`config.mk`:
```
export PLATFORM = sky130hd
export DESIGN_NAME = scan_word_deframer_normalizer_core_flat
export DESIGN_NICKNAME = d
export VERILOG_FILES = /design/src/design/swdn_pkg.sv /design/src/design/swdn_if.sv /design/src/design/swdn_front.sv /design/src/design/swdn_queue.sv /design/src/design/swdn_back.sv /design/src/design/scan_word_deframer_normalizer_core.sv /design/src/flat_wrapper.sv
export SDC_FILE = /design/constraint.sdc
export NUM_CORES = 1
export LEC_CHECK = 0
export BUFFER_PORTS_ARGS = -buffer_cell sky130_fd_sc_hd__buf_4
export CORE_UTILIZATION = 30
export DETAILED_ROUTE_END_ITERATION = 8
export GPL_TIMING_DRIVEN = 0
export PLACE_DENSITY = 0.54
export SLEW_MARGIN = 10
export SYNTH_ARGS = -nofsm -noshare
export SYNTH_HDL_FRONTEND = slang
export SYNTH_HIERARCHICAL = 1
export SYNTH_SLANG_ARGS = --single-unit
export TNS_END_PERCENT = 20
```
`constraint.sdc`:
```
create_clock -name clk_i -period 16.7 [get_ports clk_i]
set_input_delay 3.34 -clock clk_i [delete_from_list [all_inputs] [get_ports clk_i]]
set_output_delay 3.34 -clock clk_i [all_outputs]
set_load 0.02 [all_outputs]
```
`src/design/swdn_pkg.sv`:
```
// Shared constants, types and helper functions for the scan word deframer.
// No dependencies; every design file but the macros header imports this package.
`default_nettype none

package swdn_pkg;

  // Limits of the image geometry.
  localparam int unsigned MAX_WIDTH  = 4096;
  localparam int unsigned MAX_HEIGHT = 4096;

  // Field widths.
  localparam int unsigned WORD_W     = 16;
  localparam int unsigned CNT_W      = 13;
  localparam int unsigned PEAK_W     = 13;
  localparam int unsigned IDX_W      = 24;
  localparam int unsigned GRAY_W     = 8;
  localparam int unsigned KIND_W     = 3;
  localparam int unsigned RTW_W      = 12;
  localparam int unsigned CFG_IDX_W  = 2;
  localparam int unsigned CFG_DATA_W = 13;
  localparam int unsigned PHASE_W    = 3;

  // Samples at or above this level never move the peak.
  localparam logic [WORD_W-1:0] ADC_LIMIT = 16'd8192;

  // Marker words that open a six word record.
  localparam logic [WORD_W-1:0] MARK_LINE  = 16'hFEFA;
  localparam logic [WORD_W-1:0] MARK_FRAME = 16'hFEFB;
  localparam logic [WORD_W-1:0] MARK_BEAT  = 16'hFEFC;

  localparam int unsigned RECORD_WORDS = 6;
  localparam logic [PHASE_W-1:0] LAST_PHASE = PHASE_W'(RECORD_WORDS - 1);

  // Saturation points of the counters.
  localparam logic [CNT_W-1:0] ROW_CAP = 13'h1FFF;
  localparam logic [CNT_W-1:0] COL_CAP = 13'h1FFF;

  // Register reset values and clamp limits.
  localparam logic [CFG_DATA_W-1:0] LINE_WIDTH_RST   = 13'd1024;
  localparam logic [CFG_DATA_W-1:0] FRAME_HEIGHT_RST = 13'd1024;
  localparam logic [CFG_DATA_W-1:0] LINE_WIDTH_MAX   = CFG_DATA_W'(MAX_WIDTH);
  localparam logic [CFG_DATA_W-1:0] FRAME_HEIGHT_MAX = CFG_DATA_W'(MAX_HEIGHT);

  // Gray scaling: 8 quotient bits, full scale 255.
  localparam int unsigned DIV_STEPS = GRAY_W;
  localparam int unsigned STEP_W    = $clog2(DIV_STEPS);
  localparam logic [GRAY_W-1:0] GRAY_MAX = 8'd255;

  // Command queue between front and back.
  localparam int unsigned QPTR_W      = 2;
  localparam int unsigned QUEUE_DEPTH = 1 << QPTR_W;

  // Configuration register indexes.
  typedef enum logic [CFG_IDX_W-1:0] {
    REG_LINE_WIDTH   = 2'd0,
    REG_FRAME_HEIGHT = 2'd1
  } reg_idx_e;

  // Result kinds.
  typedef enum logic [KIND_W-1:0] {
    KIND_PIXEL = 3'd0,
    KIND_LINE  = 3'd1,
    KIND_FRAME = 3'd2,
    KIND_BEAT  = 3'd3,
    KIND_DROP  = 3'd4
  } kind_e;

  // One classified word handed from the front to the back.
  typedef struct packed {
    kind_e              kind;
    logic [WORD_W-1:0]  word;      // sample, or last status word of a report
    logic [CNT_W-1:0]   row;
    logic [CNT_W-1:0]   column;
    logic               wrapped;
    logic [WORD_W-1:0]  stat0;
    logic [WORD_W-1:0]  stat1;
    logic [WORD_W-1:0]  stat2;
    logic [RTW_W-1:0]   stat3;
    logic [PEAK_W-1:0]  peak;
    logic [WORD_W-1:0]  trough;
  } cmd_t;

  // Clamp a register write into 1..hi.
  function automatic logic [CFG_DATA_W-1:0] clamp_reg(input logic [CFG_DATA_W-1:0] v,
                                                      input logic [CFG_DATA_W-1:0] hi);
    logic [CFG_DATA_W-1:0] r;
    if (v == '0) begin
      r = CFG_DATA_W'(1);
    end else if (v > hi) begin
      r = hi;
    end else begin
      r = v;
    end
    return r;
  endfunction

  // Advance the row, saturating at the cap.
  function automatic logic [CNT_W-1:0] row_advance(input logic [CNT_W-1:0] r);
    logic [CNT_W-1:0] n;
    n = (r >= ROW_CAP) ? ROW_CAP : r + CNT_W'(1);
    return n;
  endfunction

endpackage

`default_nettype wire

```
`src/design/swdn_if.sv`:
```
// Channel interfaces of the scan word deframer: capture words in, results out.
// Depends on swdn_pkg for field widths.
`default_nettype none

interface swdn_word_if;
  import swdn_pkg::*;
  logic              valid;
  logic              ready;
  logic [WORD_W-1:0] capture_word;

  modport source (output valid, output capture_word, input ready);
  modport sink   (input valid, input capture_word, output ready);
endinterface

interface swdn_result_if;
  import swdn_pkg::*;
  logic              valid;
  logic              ready;
  logic [KIND_W-1:0] result_kind;
  logic [IDX_W-1:0]  pixel_index;
  logic [GRAY_W-1:0] gray_value;
  logic              row_wrapped;
  logic [WORD_W-1:0] pulse_seconds;
  logic [WORD_W-1:0] pulse_micros;
  logic [WORD_W-1:0] scan_mode;
  logic [RTW_W-1:0]  row_time_whole;
  logic [WORD_W-1:0] row_time_micros;
  logic [PEAK_W-1:0] peak_level;
  logic [WORD_W-1:0] floor_level;

  modport source (output valid, output result_kind, output pixel_index, output gray_value,
                  output row_wrapped, output pulse_seconds, output pulse_micros,
                  output scan_mode, output row_time_whole, output row_time_micros,
                  output peak_level, output floor_level, input ready);
  modport sink   (input valid, input result_kind, input pixel_index, input gray_value,
                  input row_wrapped, input pulse_seconds, input pulse_micros,
                  input scan_mode, input row_time_whole, input row_time_micros,
                  input peak_level, input floor_level, output ready);
endinterface

`default_nettype wire

```
`src/design/swdn_front.sv`:
```
// Front end: accepts capture words, tracks records, counters, peak and floor.
// Depends on swdn_pkg and swdn_word_if; pushes commands into swdn_queue.
`default_nettype none

module swdn_front (
  input  logic                       clk_i,
  input  logic                       rst_ni,
  swdn_word_if.sink                  word_i,
  input  logic [swdn_pkg::CNT_W-1:0] line_width_i,
  input  logic [swdn_pkg::CNT_W-1:0] frame_height_i,
  input  logic                       q_full_i,
  output logic                       push_o,
  output swdn_pkg::cmd_t             cmd_o
);
  import swdn_pkg::*;

  logic [PHASE_W-1:0] phase_q, phase_d;
  kind_e              type_q, type_d;
  logic [CNT_W-1:0]   column_q, column_d;
  logic [CNT_W-1:0]   row_q, row_d;
  logic [PEAK_W-1:0]  peak_q, peak_d;
  logic [WORD_W-1:0]  trough_q, trough_d;
  logic [WORD_W-1:0]  held_q [4];
  logic               held_we;
  logic [1:0]         held_idx;

  logic               accept;
  logic [WORD_W-1:0]  w;
  logic [PEAK_W-1:0]  peak_pick, peak_s;
  logic [WORD_W-1:0]  trough_s;
  logic               wrap_s;
  logic [CNT_W-1:0]   row_s;
  logic               col_fits;

  // A word is taken whenever the queue has room.
  assign word_i.ready = !q_full_i;
  assign accept       = word_i.valid && !q_full_i;
  assign w            = word_i.capture_word;
  assign held_idx     = phase_q[1:0] - 2'd1;

  // Sample path: peak, floor, row wrap and line fit.
  assign peak_pick = ((w > {3'b000, peak_q}) && (w < ADC_LIMIT)) ? w[PEAK_W-1:0] : peak_q;
  assign peak_s    = (peak_pick == '0) ? PEAK_W'(1) : peak_pick;
  assign trough_s  = (w < trough_q) ? w : trough_q;
  assign wrap_s    = (row_q >= frame_height_i);
  assign row_s     = wrap_s ? '0 : row_q;
  assign col_fits  = (column_q < line_width_i);

  // Classify the word and work out the next state.
  always_comb begin
    phase_d    = phase_q;
    type_d     = type_q;
    column_d   = column_q;
    row_d      = row_q;
    peak_d     = peak_q;
    trough_d   = trough_q;
    held_we    = 1'b0;
    push_o     = 1'b0;
    cmd_o      = '0;
    cmd_o.peak   = peak_q;
    cmd_o.trough = trough_q;
    if (accept) begin
      if (phase_q != '0) begin
        if (type_q == KIND_BEAT) begin
          // Heartbeat payload words are skipped.
          phase_d = (phase_q >= LAST_PHASE) ? '0 : phase_q + PHASE_W'(1);
        end else if (phase_q < LAST_PHASE) begin
          held_we = 1'b1;
          phase_d = phase_q + PHASE_W'(1);
        end else begin
          // Last status word closes the record and moves the counters.
          phase_d      = '0;
          column_d     = '0;
          row_d        = (type_q == KIND_FRAME) ? '0 : row_advance(row_q);
          push_o       = 1'b1;
          cmd_o.kind   = type_q;
          cmd_o.word   = w;
          cmd_o.stat0  = held_q[0];
          cmd_o.stat1  = held_q[1];
          cmd_o.stat2  = held_q[2];
          cmd_o.stat3  = held_q[3][WORD_W-1:WORD_W-RTW_W];
        end
      end else if (w == MARK_LINE) begin
        phase_d = PHASE_W'(1);
        type_d  = KIND_LINE;
      end else if (w == MARK_FRAME) begin
        phase_d = PHASE_W'(1);
        type_d  = KIND_FRAME;
      end else if (w == MARK_BEAT) begin
        phase_d    = PHASE_W'(1);
        type_d     = KIND_BEAT;
        push_o     = 1'b1;
        cmd_o.kind = KIND_BEAT;
      end else begin
        peak_d        = peak_s;
        trough_d      = trough_s;
        push_o        = 1'b1;
        cmd_o.peak    = peak_s;
        cmd_o.trough  = trough_s;
        cmd_o.wrapped = wrap_s;
        if (col_fits) begin
          cmd_o.kind   = KIND_PIXEL;
          cmd_o.word   = w;
          cmd_o.row    = row_s;
          cmd_o.column = column_q;
          row_d        = row_s;
          column_d     = (column_q >= COL_CAP) ? COL_CAP : column_q + CNT_W'(1);
        end else begin
          // Sample past the end of the line: drop it and start a new line.
          cmd_o.kind = KIND_DROP;
          row_d      = row_advance(row_s);
          column_d   = CNT_W'(1);
        end
      end
    end
  end

  // Control state.
  always_ff @(posedge clk_i or negedge rst_ni) begin
    if (!rst_ni) begin
      phase_q  <= '0;
      type_q   <= KIND_PIXEL;
      column_q <= '0;
      row_q    <= '0;
      peak_q   <= '0;
      trough_q <= '1;
    end else begin
      phase_q  <= phase_d;
      type_q   <= type_d;
      column_q <= column_d;
      row_q    <= row_d;
      peak_q   <= peak_d;
      trough_q <= trough_d;
    end
  end

  // Held status words are always written before they are read.
  always_ff @(posedge clk_i) begin
    if (held_we) begin
      held_q[held_idx] <= w;
    end
  end

endmodule

`default_nettype wire

```
`src/design/swdn_queue.sv`:
```
// Short command queue between the front and the back of the deframer.
// Depends on swdn_pkg for the command type and the depth.
`default_nettype none

module swdn_queue (
  input  logic           clk_i,
  input  logic           rst_ni,
  input  logic           push_i,
  input  swdn_pkg::cmd_t cmd_i,
  output logic           full_o,
  input  logic           pop_i,
  output logic           valid_o,
  output swdn_pkg::cmd_t head_o
);
  import swdn_pkg::*;

  cmd_t              mem_q [QUEUE_DEPTH];
  logic [QPTR_W-1:0] wr_q;
  logic [QPTR_W-1:0] rd_q;
  logic [QPTR_W:0]   cnt_q;

  assign full_o  = (cnt_q == (QPTR_W+1)'(QUEUE_DEPTH));
  assign valid_o = (cnt_q != '0);
  assign head_o  = mem_q[rd_q];

  // Pointers and fill count.
  always_ff @(posedge clk_i or negedge rst_ni) begin
    if (!rst_ni) begin
      wr_q  <= '0;
      rd_q  <= '0;
      cnt_q <= '0;
    end else begin
      if (push_i) begin
        wr_q <= wr_q + QPTR_W'(1);
      end
      if (pop_i) begin
        rd_q <= rd_q + QPTR_W'(1);
      end
      if (push_i && !pop_i) begin
        cnt_q <= cnt_q + (QPTR_W+1)'(1);
      end else if (pop_i && !push_i) begin
        cnt_q <= cnt_q - (QPTR_W+1)'(1);
      end
    end
  end

  // Entry storage.
  always_ff @(posedge clk_i) begin
    if (push_i) begin
      mem_q[wr_q] <= cmd_i;
    end
  end

endmodule

`default_nettype wire

```
`src/design/swdn_back.sv`:
```
// Back end: computes pixel address and gray level, holds the result word.
// Depends on swdn_pkg and swdn_result_if; pops commands from swdn_queue.
`default_nettype none

module swdn_back (
  input  logic                       clk_i,
  input  logic                       rst_ni,
  input  logic                       head_valid_i,
  input  swdn_pkg::cmd_t             head_i,
  output logic                       pop_o,
  input  logic [swdn_pkg::CNT_W-1:0] line_width_i,
  swdn_result_if.source              result_o
);
  import swdn_pkg::*;

  typedef enum logic [1:0] {
    ST_IDLE,
    ST_DIV,
    ST_OUT
  } state_e;

  typedef struct packed {
    kind_e             kind;
    logic [IDX_W-1:0]  index;
    logic [GRAY_W-1:0] gray;
    logic              wrapped;
    logic [WORD_W-1:0] seconds;
    logic [WORD_W-1:0] micros;
    logic [WORD_W-1:0] mode;
    logic [RTW_W-1:0]  rt_whole;
    logic [WORD_W-1:0] rt_micros;
    logic [PEAK_W-1:0] peak;
    logic [WORD_W-1:0] trough;
  } res_t;

  localparam int unsigned NUM_W  = PEAK_W + GRAY_W;
  localparam int unsigned PROD_W = 2 * CNT_W;

  state_e              state_q;
  cmd_t                cur_q;
  logic [PROD_W-1:0]   prod_q;
  logic [PEAK_W-1:0]   rem_q;
  logic [GRAY_W-1:0]   nlo_q;
  logic [STEP_W-1:0]   step_q;
  logic                sat_q;
  logic                out_valid_q;
  res_t                res_q;

  logic                out_free;
  logic                load_out;
  logic [PEAK_W-1:0]   w13;
  logic                head_sat;
  logic [NUM_W-1:0]    numer;
  logic [PROD_W-1:0]   prod_d;
  logic [PEAK_W:0]     rem_ext;
  logic [PEAK_W:0]     rem_sub;
  logic                ge;
  logic [PEAK_W-1:0]   rem_nx;
  logic [PROD_W-1:0]   idx_sum;
  logic                is_pixel;
  logic                is_report;
  res_t                res_d;

  assign out_free = !out_valid_q || result_o.ready;
  assign load_out = (state_q == ST_OUT) && out_free;
  assign pop_o    = (state_q == ST_IDLE) && head_valid_i;

  // Setup: a sample at or above the peak saturates; else word*255 has an 8 bit quotient.
  assign w13      = head_i.word[PEAK_W-1:0];
  assign head_sat = (head_i.word >= {3'b000, head_i.peak});
  assign numer    = {w13, {GRAY_W{1'b0}}} - {{GRAY_W{1'b0}}, w13};
  assign prod_d   = PROD_W'(head_i.row) * PROD_W'(line_width_i);

  // One restoring division step per cycle.
  assign rem_ext = {rem_q, nlo_q[GRAY_W-1]};
  assign rem_sub = rem_ext - {1'b0, cur_q.peak};
  assign ge      = (rem_ext >= {1'b0, cur_q.peak});
  assign rem_nx  = ge ? rem_sub[PEAK_W-1:0] : rem_ext[PEAK_W-1:0];

  // Result assembly; fields that do not apply to a kind stay zero.
  assign idx_sum   = prod_q + PROD_W'(cur_q.column);
  assign is_pixel  = (cur_q.kind == KIND_PIXEL);
  assign is_report = (cur_q.kind == KIND_LINE) || (cur_q.kind == KIND_FRAME);

  always_comb begin
    res_d           = '0;
    res_d.kind      = cur_q.kind;
    res_d.wrapped   = cur_q.wrapped;
    res_d.peak      = cur_q.peak;
    res_d.trough    = cur_q.trough;
    res_d.seconds   = cur_q.stat0;
    res_d.micros    = cur_q.stat1;
    res_d.mode      = cur_q.stat2;
    res_d.rt_whole  = cur_q.stat3;
    if (is_pixel) begin
      res_d.index = idx_sum[IDX_W-1:0];
      res_d.gray  = sat_q ? GRAY_MAX : nlo_q;
    end
    if (is_report) begin
      res_d.rt_micros = cur_q.word;
    end
  end

  // Sequencer with the output register.
  always_ff @(posedge clk_i or negedge rst_ni) begin
    if (!rst_ni) begin
      state_q     <= ST_IDLE;
      step_q      <= '0;
      out_valid_q <= 1'b0;
    end else begin
      // The output word is loaded when the register is free and cleared once taken.
      if (load_out) begin
        out_valid_q <= 1'b1;
      end else if (out_valid_q && result_o.ready) begin
        out_valid_q <= 1'b0;
      end
      unique case (state_q)
        ST_IDLE: begin
          if (head_valid_i) begin
            cur_q  <= head_i;
            prod_q <= prod_d;
            rem_q  <= numer[NUM_W-1:GRAY_W];
            nlo_q  <= numer[GRAY_W-1:0];
            sat_q  <= head_sat;
            step_q <= '0;
            state_q <= ((head_i.kind == KIND_PIXEL) && !head_sat) ? ST_DIV : ST_OUT;
          end
        end
        ST_DIV: begin
          rem_q  <= rem_nx;
          nlo_q  <= {nlo_q[GRAY_W-2:0], ge};
          step_q <= step_q + STEP_W'(1);
          if (step_q == STEP_W'(DIV_STEPS - 1)) begin
            state_q <= ST_OUT;
          end
        end
        ST_OUT: begin
          if (out_free) begin
            res_q   <= res_d;
            state_q <= ST_IDLE;
          end
        end
        default: begin
          state_q <= ST_IDLE;
        end
      endcase
    end
  end

  assign result_o.valid           = out_valid_q;
  assign result_o.result_kind     = res_q.kind;
  assign result_o.pixel_index     = res_q.index;
  assign result_o.gray_value      = res_q.gray;
  assign result_o.row_wrapped     = res_q.wrapped;
  assign result_o.pulse_seconds   = res_q.seconds;
  assign result_o.pulse_micros    = res_q.micros;
  assign result_o.scan_mode       = res_q.mode;
  assign result_o.row_time_whole  = res_q.rt_whole;
  assign result_o.row_time_micros = res_q.rt_micros;
  assign result_o.peak_level      = res_q.peak;
  assign result_o.floor_level     = res_q.trough;

endmodule

`default_nettype wire

```
`src/design/scan_word_deframer_normalizer_core.sv`:
```
// Top level of the scan word deframer and normalizer: config registers and wiring.
// Depends on swdn_pkg, swdn_if, swdn_front, swdn_queue and swdn_back.
//
//   channel    direction  handshake      payload
//   word_i     in         valid/ready    capture_word
//   result_o   out        valid/ready    result_kind ... floor_level
//   cfg        in         cfg_we_i only  cfg_idx_i, cfg_data_i
//
// The front takes one word per cycle while the 4-entry command queue has room.
// For an unsaturated pixel the back runs setup with the row multiply, then 8
// restoring division steps, then the output load; other results skip the division.
// Words that open a line or frame record or fill any record produce no result.
// A stalled result holds in the output register; the back pops one more command and
// stops, and the queue absorbs up to four results more before word_i.ready drops.
// Reset is asynchronous and needs no clearing pass.
`default_nettype none

module scan_word_deframer_normalizer_core (
  input  logic                            clk_i,
  input  logic                            rst_ni,
  swdn_word_if.sink                       word_i,
  swdn_result_if.source                   result_o,
  input  logic                            cfg_we_i,
  input  logic [swdn_pkg::CFG_IDX_W-1:0]  cfg_idx_i,
  input  logic [swdn_pkg::CFG_DATA_W-1:0] cfg_data_i
);
  import swdn_pkg::*;

  logic [CFG_DATA_W-1:0] line_width_q;
  logic [CFG_DATA_W-1:0] frame_height_q;
  logic                  push;
  cmd_t                  push_cmd;
  logic                  q_full;
  logic                  q_valid;
  logic                  pop;
  cmd_t                  head;

  // Configuration registers, clamped on write.
  always_ff @(posedge clk_i or negedge rst_ni) begin
    if (!rst_ni) begin
      line_width_q   <= LINE_WIDTH_RST;
      frame_height_q <= FRAME_HEIGHT_RST;
    end else if (cfg_we_i) begin
      unique case (cfg_idx_i)
        REG_LINE_WIDTH:   line_width_q   <= clamp_reg(cfg_data_i, LINE_WIDTH_MAX);
        REG_FRAME_HEIGHT: frame_height_q <= clamp_reg(cfg_data_i, FRAME_HEIGHT_MAX);
        default: begin
        end
      endcase
    end
  end

  swdn_front u_front (
    .clk_i          (clk_i),
    .rst_ni         (rst_ni),
    .word_i         (word_i),
    .line_width_i   (line_width_q),
    .frame_height_i (frame_height_q),
    .q_full_i       (q_full),
    .push_o         (push),
    .cmd_o          (push_cmd)
  );

  swdn_queue u_queue (
    .clk_i   (clk_i),
    .rst_ni  (rst_ni),
    .push_i  (push),
    .cmd_i   (push_cmd),
    .full_o  (q_full),
    .pop_i   (pop),
    .valid_o (q_valid),
    .head_o  (head)
  );

  swdn_back u_back (
    .clk_i        (clk_i),
    .rst_ni       (rst_ni),
    .head_valid_i (q_valid),
    .head_i       (head),
    .pop_o        (pop),
    .line_width_i (line_width_q),
    .result_o     (result_o)
  );

endmodule

`default_nettype wire

```
`src/flat_wrapper.sv`:
```
// flat-port wrapper written by rule: the top's interface ports become plain ports
module scan_word_deframer_normalizer_core_flat import swdn_pkg::*;
  (clk_i, rst_ni, cfg_we_i, cfg_idx_i, cfg_data_i, word_i_valid, word_i_capture_word, word_i_ready, result_o_valid, result_o_result_kind, result_o_pixel_index, result_o_gray_value, result_o_row_wrapped, result_o_pulse_seconds, result_o_pulse_micros, result_o_scan_mode, result_o_row_time_whole, result_o_row_time_micros, result_o_peak_level, result_o_floor_level, result_o_ready);
  swdn_word_if word_i_i ();
  swdn_result_if result_o_i ();
  input  logic clk_i;
  input  logic rst_ni;
  input  logic cfg_we_i;
  input  logic [swdn_pkg::CFG_IDX_W-1:0] cfg_idx_i;
  input  logic [swdn_pkg::CFG_DATA_W-1:0] cfg_data_i;
  input wire logic [$bits(word_i_i.valid)-1:0] word_i_valid;
  input wire logic [$bits(word_i_i.capture_word)-1:0] word_i_capture_word;
  output wire logic [$bits(word_i_i.ready)-1:0] word_i_ready;
  output wire logic [$bits(result_o_i.valid)-1:0] result_o_valid;
  output wire logic [$bits(result_o_i.result_kind)-1:0] result_o_result_kind;
  output wire logic [$bits(result_o_i.pixel_index)-1:0] result_o_pixel_index;
  output wire logic [$bits(result_o_i.gray_value)-1:0] result_o_gray_value;
  output wire logic [$bits(result_o_i.row_wrapped)-1:0] result_o_row_wrapped;
  output wire logic [$bits(result_o_i.pulse_seconds)-1:0] result_o_pulse_seconds;
  output wire logic [$bits(result_o_i.pulse_micros)-1:0] result_o_pulse_micros;
  output wire logic [$bits(result_o_i.scan_mode)-1:0] result_o_scan_mode;
  output wire logic [$bits(result_o_i.row_time_whole)-1:0] result_o_row_time_whole;
  output wire logic [$bits(result_o_i.row_time_micros)-1:0] result_o_row_time_micros;
  output wire logic [$bits(result_o_i.peak_level)-1:0] result_o_peak_level;
  output wire logic [$bits(result_o_i.floor_level)-1:0] result_o_floor_level;
  input wire logic [$bits(result_o_i.ready)-1:0] result_o_ready;
  assign word_i_i.valid = word_i_valid;
  assign word_i_i.capture_word = word_i_capture_word;
  assign word_i_ready = word_i_i.ready;
  assign result_o_valid = result_o_i.valid;
  assign result_o_result_kind = result_o_i.result_kind;
  assign result_o_pixel_index = result_o_i.pixel_index;
  assign result_o_gray_value = result_o_i.gray_value;
  assign result_o_row_wrapped = result_o_i.row_wrapped;
  assign result_o_pulse_seconds = result_o_i.pulse_seconds;
  assign result_o_pulse_micros = result_o_i.pulse_micros;
  assign result_o_scan_mode = result_o_i.scan_mode;
  assign result_o_row_time_whole = result_o_i.row_time_whole;
  assign result_o_row_time_micros = result_o_i.row_time_micros;
  assign result_o_peak_level = result_o_i.peak_level;
  assign result_o_floor_level = result_o_i.floor_level;
  assign result_o_i.ready = result_o_ready;
  scan_word_deframer_normalizer_core u_core (.clk_i(clk_i), .rst_ni(rst_ni), .word_i(word_i_i), .result_o(result_o_i), .cfg_we_i(cfg_we_i), .cfg_idx_i(cfg_idx_i), .cfg_data_i(cfg_data_i));
endmodule
```
-- After elaboration in Yosys (flattened, before gate mapping)
Memory sizes are Yosys's and may differ from the RTL's.
Index checks and enable logic that the tools add are counted.
- reductions and logical operators: 39
- multipliers: 1
- muxes and demuxes: 83
- bitwise gates (word level): 4
- eq/ne operators: 20
- add/subtract/negate cells: 13
- order comparisons: 13
- operators with widths (cell ; number):
    $mux W13 ; 25
    $mux W60 ; 3
    $mux W135 ; 1
    $mux W29 ; 4
    $mux W46 ; 2
    $mux W19 ; 3
    $eq A16 B16 Y1 const B ; 3
    $mux W3 ; 15
    $mux W43 ; 1
    $mux W42 ; 1
    $add A13 B1 Y13 const B ; 3
    $ge A13 B13 Y1 const B ; 3
    $mux W27 ; 1
    $logic_not A13 Y1 ; 2
    $pmux W13 S2 ; 1
    $add A24 B13 Y24 ; 1
    $mul A13 B13 Y24 ; 1
    $sub A21 B13 Y21 ; 1
    $ge A16 B13 Y1 ; 1
    $gt A16 B13 Y1 ; 1
    $lt A16 B14 Y1 const B ; 1
    $lt A16 B16 Y1 ; 1
    $mux W1 ; 16
    $mux W16 ; 1
    35 further kinds ; 81
- output and inout bits: 143
- bits in writable memories: 604
- memories: 2
- input bits: 36
- bits in registers: 409
- logic and storage cells: 214
- memory list (memory ; depth ; bits a word ; rd ports ; clocked after Yosys merged registers in ; write ports ; line ; RTL):
    u_core.u_queue.mem_q ; 4 ; 135 ; 1 ; 0 ; 1 ; swdn_queue.sv:17 ; cmd_t mem_q [QUEUE_DEPTH];
    u_core.u_front.held_q ; 4 ; 16 ; 4 ; 0 ; 1 ; swdn_front.sv:23 ; logic [WORD_W-1:0] held_q [4];

-- Logic depth before layout (Yosys ltp)
- depth in word-level cells: 10
- gate-level depth with buffers: 25
- gate-level depth less buffers: 20

-- Cells and area by module
Netlist, hierarchy kept.
- by module, submodules not included (module ; times used ; cells each ; sequential area each (um^2) ; area an instance (um^2)):
    swdn_queue ; 1 ; 739 ; 16390.7 ; 19865.3
    swdn_back ; 1 ; 1413 ; 9429.0 ; 17767.0
    swdn_front ; 1 ; 811 ; 3323.2 ; 8011.4
    scan_word_deframer_normalizer_core ; 1 ; 104 ; 653.1 ; 1067.3

-- Least setup slack after synthesis
Ideal clock, no wire load.
- path type: input to register
- start: in result_o_ready
- end: reg u_core.u_back.res_q, in the netlist u_core/u_back/result_o.floor_level[0] (enable)
- stages on the path: 2
- arrival time: 17843 ps
- required time: 15665 ps
- path slack: -2178 ps
- cell sequence: nand2b_1 nor4b_1
- word-level cells in the longest chain between the ends: 2
- RTL lines (element ; line ; RTL):
    from (decl) ; flat_wrapper.sv:26 ; input wire logic [$bits(result_o_i.ready)-1:0] result_o_ready;
    $logic_or A1 B1 Y1 ; swdn_back.sv:64 ; assign out_free = !out_valid_q || result_o.ready;
    $reduce_and A3 Y1 (no line) ; - ;
    to (signal assigned) ; swdn_back.sv:139 ; res_q <= res_d;
    to (decl) ; swdn_back.sv:47 ; res_t res_q;
Every way passes these cells.
A chain may end at the register's enable or synchronous reset.

==> metrics.md <==
| Metric | Value |
|---|---|
| Status | `finished with violations` |
| Failing checks | `DRC` |
| First-pass GRT wire length | `170500 um` |
| Post-synth ARST share | `9.821%` |
| Design Power | `0.01003 W` |
| Critical path's slowest cell | `fa_1` |
| Hold WS | `0.4084 ns` |
| Final min period | `7.416 ns` |
| Max Cap Violations | `0` |
| Vert. Die Dim | `396.6 um` |
| I/O Buffers | `178` |
| Drt initial violations | `1647` |
| GPL Wtd Cong | `0.8290` |
| Worst skew pair latency | `0.74 ns` |
| H-tree depth | `3` |
| Via count | `26.14k` |
| Slew @ Worst Pin | `1.168 ns` |
| Wire length per cell | `20.48 um` |
| Cells after synthesis | `3067` |
| Crit end category | `register` |
| Clk root buf | `clkbuf_16` |
| Post-CTS setup buffers | `0` |
| # nets final | `3719` |
| Tightest Hold Check Type | `reg2reg` |
| Area added between synthesis and finish | `16.84%` |
| Post-synth EDFFs | `909` |
| Syn Nets | `3402` |
| Clock transition at path regs | `0.06 ns` |
| Initial core utilization | `30.29%` |
| Layout Utilization | `35.39%` |
| Synth top area cells | `edfxtp_1 (58%), mux4_2 (6.5%), fa_1 (5.3%)` |
| Max-slew violations | `0` |
| Clk buf depth | `3` |
| CORE AREA | `154200 sq um` |
| Total track usage | `14.35%` |
| Routed Wire Length | `112900 um` |
| Rows | `144` |
| Vias in the first global route | `26.96k` |
| Via/cell ratio | `4.741` |
| Setup tns final | `0 ns` |
| Crit path cell chain | `buf_2, buf_4, buf_2, mux4_2, clkbuf_1, nand2_1, fa_1, inv_1, fa_1, fa_1, fa_1, inv_1, fa_1, inv_1, ha_1, a21o_1, a21o_1, a221o_1, a21oi_1, o21ai_0, a21oi_1, xnor2_1` |
| Placed insts | `5323` |
| Largest net degree at the start of global routing | `64` |
| Initial antenna violation count | `7` |
| Filler cells | `14.85k` |
| Number of synthesized register bits | `1008` |
| Ys Warns | `6` |
| Drt pass-1 iters | `9` |
| Slew headroom | `21.28%` |
| Die Area | `157300 sq um` |
| Worst-path maximum fanout | `10` |
| Layout cells sized above 1 | `18.21%` |
| Fmax | `134.8 MHz` |
| Dpl hpwl | `78150 um` |
| Final setup vio count | `0` |
| Ys flop type | `edfxtp_1` |
| Unrepaired setup endpoints after global routing | `false` |
| Most used cell, CP | `fa_1` |
| CP Launch Type | `register` |
| Worst IR drop on VDD | `0.1413 mV` |
| Post-synthesis sequential area ratio | `63.79%` |
| Fin cells | `5514` |
| Antenna cell count | `0` |
| CTS tree | `done` |
| Avg Inst Size Synth | `15.23 sq um` |
| WP data arrival | `7.89 ns` |
| Period utilization | `44.41%` |
| I/O pin cnt | `179` |
| CP peak stage delay | `0.55 ns` |
| Clock buffer count from CTS | `103` |
| Cts hold-fix bufs | `0` |
| # clock sinks | `1008` |
| Hold Vio Cnt, Final | `0` |
| Synthesized cell area | `46710 sq um` |
| Number of remaining DRC errors | `14` |
| Critical path class | `reg2reg` |
| Die width | `396.6 um` |
| Antenna-violating nets left | `0` |
| Pwr Density | `183.8 nW/um^2` |
| LEAKAGE | `20.52 nW` |
| Leading area contributor after synthesis | `edfxtp_1` |
| Post-synth top area share | `58.44%` |
| Clock skew | `0.06201 ns` |
| Post_cts resized | `0` |
| Critical Path RT | `17.17 ns` |
| Yosys cell types | `80` |
| Total grt overflow | `0` |
-- stage by stage --
| stage | area, sq um | setup WS (ns) |
|---|---|---|
| 2_1_floorplan | 46720 | 4.909 |
| 3_3_place_gp | 50610 | -2.196 |
| 3_5_place_dp | 51290 | 9.356 |
| 4_1_cts | 54580 | 9.343 |
| 5_1_grt | 54580 | 8.936 |
| 6_report | 54580 | 9.284 |
-- per-layer routing --
layer  vias to the layer above  share of wire [%]  global-route usage [%]
li1                      11994                  -                       -
met4                         0                1.9                   3.902
met2                       593                 48                   23.92
met1                     13425                 44                   19.34
met5                         -                  0                       0
met3                       132                5.2                   2.251
-- critical path, delay by kind of cell (launching register included) --
| family | cells | cell delay [ns] |
|---|---|---|
| and+or+nand+nor | 1 | 0.16 |
| buffers and inverters | 7 | 1.64 |
| xor gates and xnor gates | 1 | 0.24 |
| adders and majority gates | 6 | 3.01 |
| muxes | 1 | 0.33 |
| DFF | 1 | 0.32 |
| AOI/OAI and AO/OA | 6 | 1.46 |
-- cell usage after synthesis (28+ instances only) --
cell type and count:
mux2_2 42, inv_1 284, xor2_1 28, xnor2_1 44, a21oi_1 92, nor3_1 33
and3_1 86, dfrtp_1 81, fa_1 123, clkbuf_1 67, nand3_1 42, nand2_1 201
ha_1 176, nor2_1 130, o21ai_0 83, mux4_2 135, edfxtp_1 909, and2_1 110
-- kinds of logic after synthesis --
kind of cell             share of synthesized area (%)
AND/OR/NAND/NOR                                  7.864
AO/OA/AOI/OAI                                    4.800
adder cells (fa/ha/maj)                          9.986
flip-flops                                       63.79
buffers and inverters                            3.552
XOR/XNOR                                         1.350
multiplexers                                     8.660
-- layout by cell type, fill, tap and decap left out, types with 92 or more instances in the layout --
cell and n:
edfxtp_1 909, inv_1 284, nand2_1 201, buf_4 186, ha_1 176, mux4_2 135
nor2_1 128, fa_1 123, and2_1 106, clkbuf_16 103, a21oi_1 92
-- state kept, by name (all words and copies together), names as in the netlist, 24 cells and up --
register / flops
u_core/u_back/cur_q: 122
u_core/u_back/result_o.pixel_index: 24
u_core/u_front/held_q: 60
u_core/u_queue/mem_q: 540
u_core/u_back/prod_q: 24
-- where the power goes --
group / switching, W / internal (W) / total [W]
Combinational: 0.00240 / 0.00165 / 0.00404
Clock: 0.00100 / 0.00123 / 0.00224
Sequential: 0.000218 / 0.00353 / 0.00375
Total: 0.00361 / 0.00641 / 0.0100
-- final cells by class --
cell class	instances	area [sq um]	share of cell area, %
Buffer	116	589.3	1.080
Clock buffer	128	2691	4.931
Clock inverter	63	594.3	1.089
Inverter	285	1070	1.960
Multi-Input combinational cell	1658	15290	28.02
Sequential cell	1008	29800	54.60
Tap cell	2044	2557	4.686
Timing Repair Buffer	212	1987	3.641
-- worst paths after layout --
kind,slack [ns],end,depth (start not counted),from
setup / recovery,9.28,u_core/u_back/prod_q[22],22,u_core/u_queue/rd_q[1]
hold / removal,0.41,u_core/u_back/result_o.row_time_whole[7],0,u_core/u_back/cur_q[36]
setup reg to reg,9.28,u_core/u_back/prod_q[22],22,u_core/u_queue/rd_q[1]
hold reg to reg,0.41,u_core/u_back/result_o.row_time_whole[7],0,u_core/u_back/cur_q[36]
max in group asynchronous,13.43,u_core/u_front/peak_q[1],2,rst_ni
min in group asynchronous,2.53,u_core/line_width_q[4],1,rst_ni
Power figures use the tool's default switching activity.
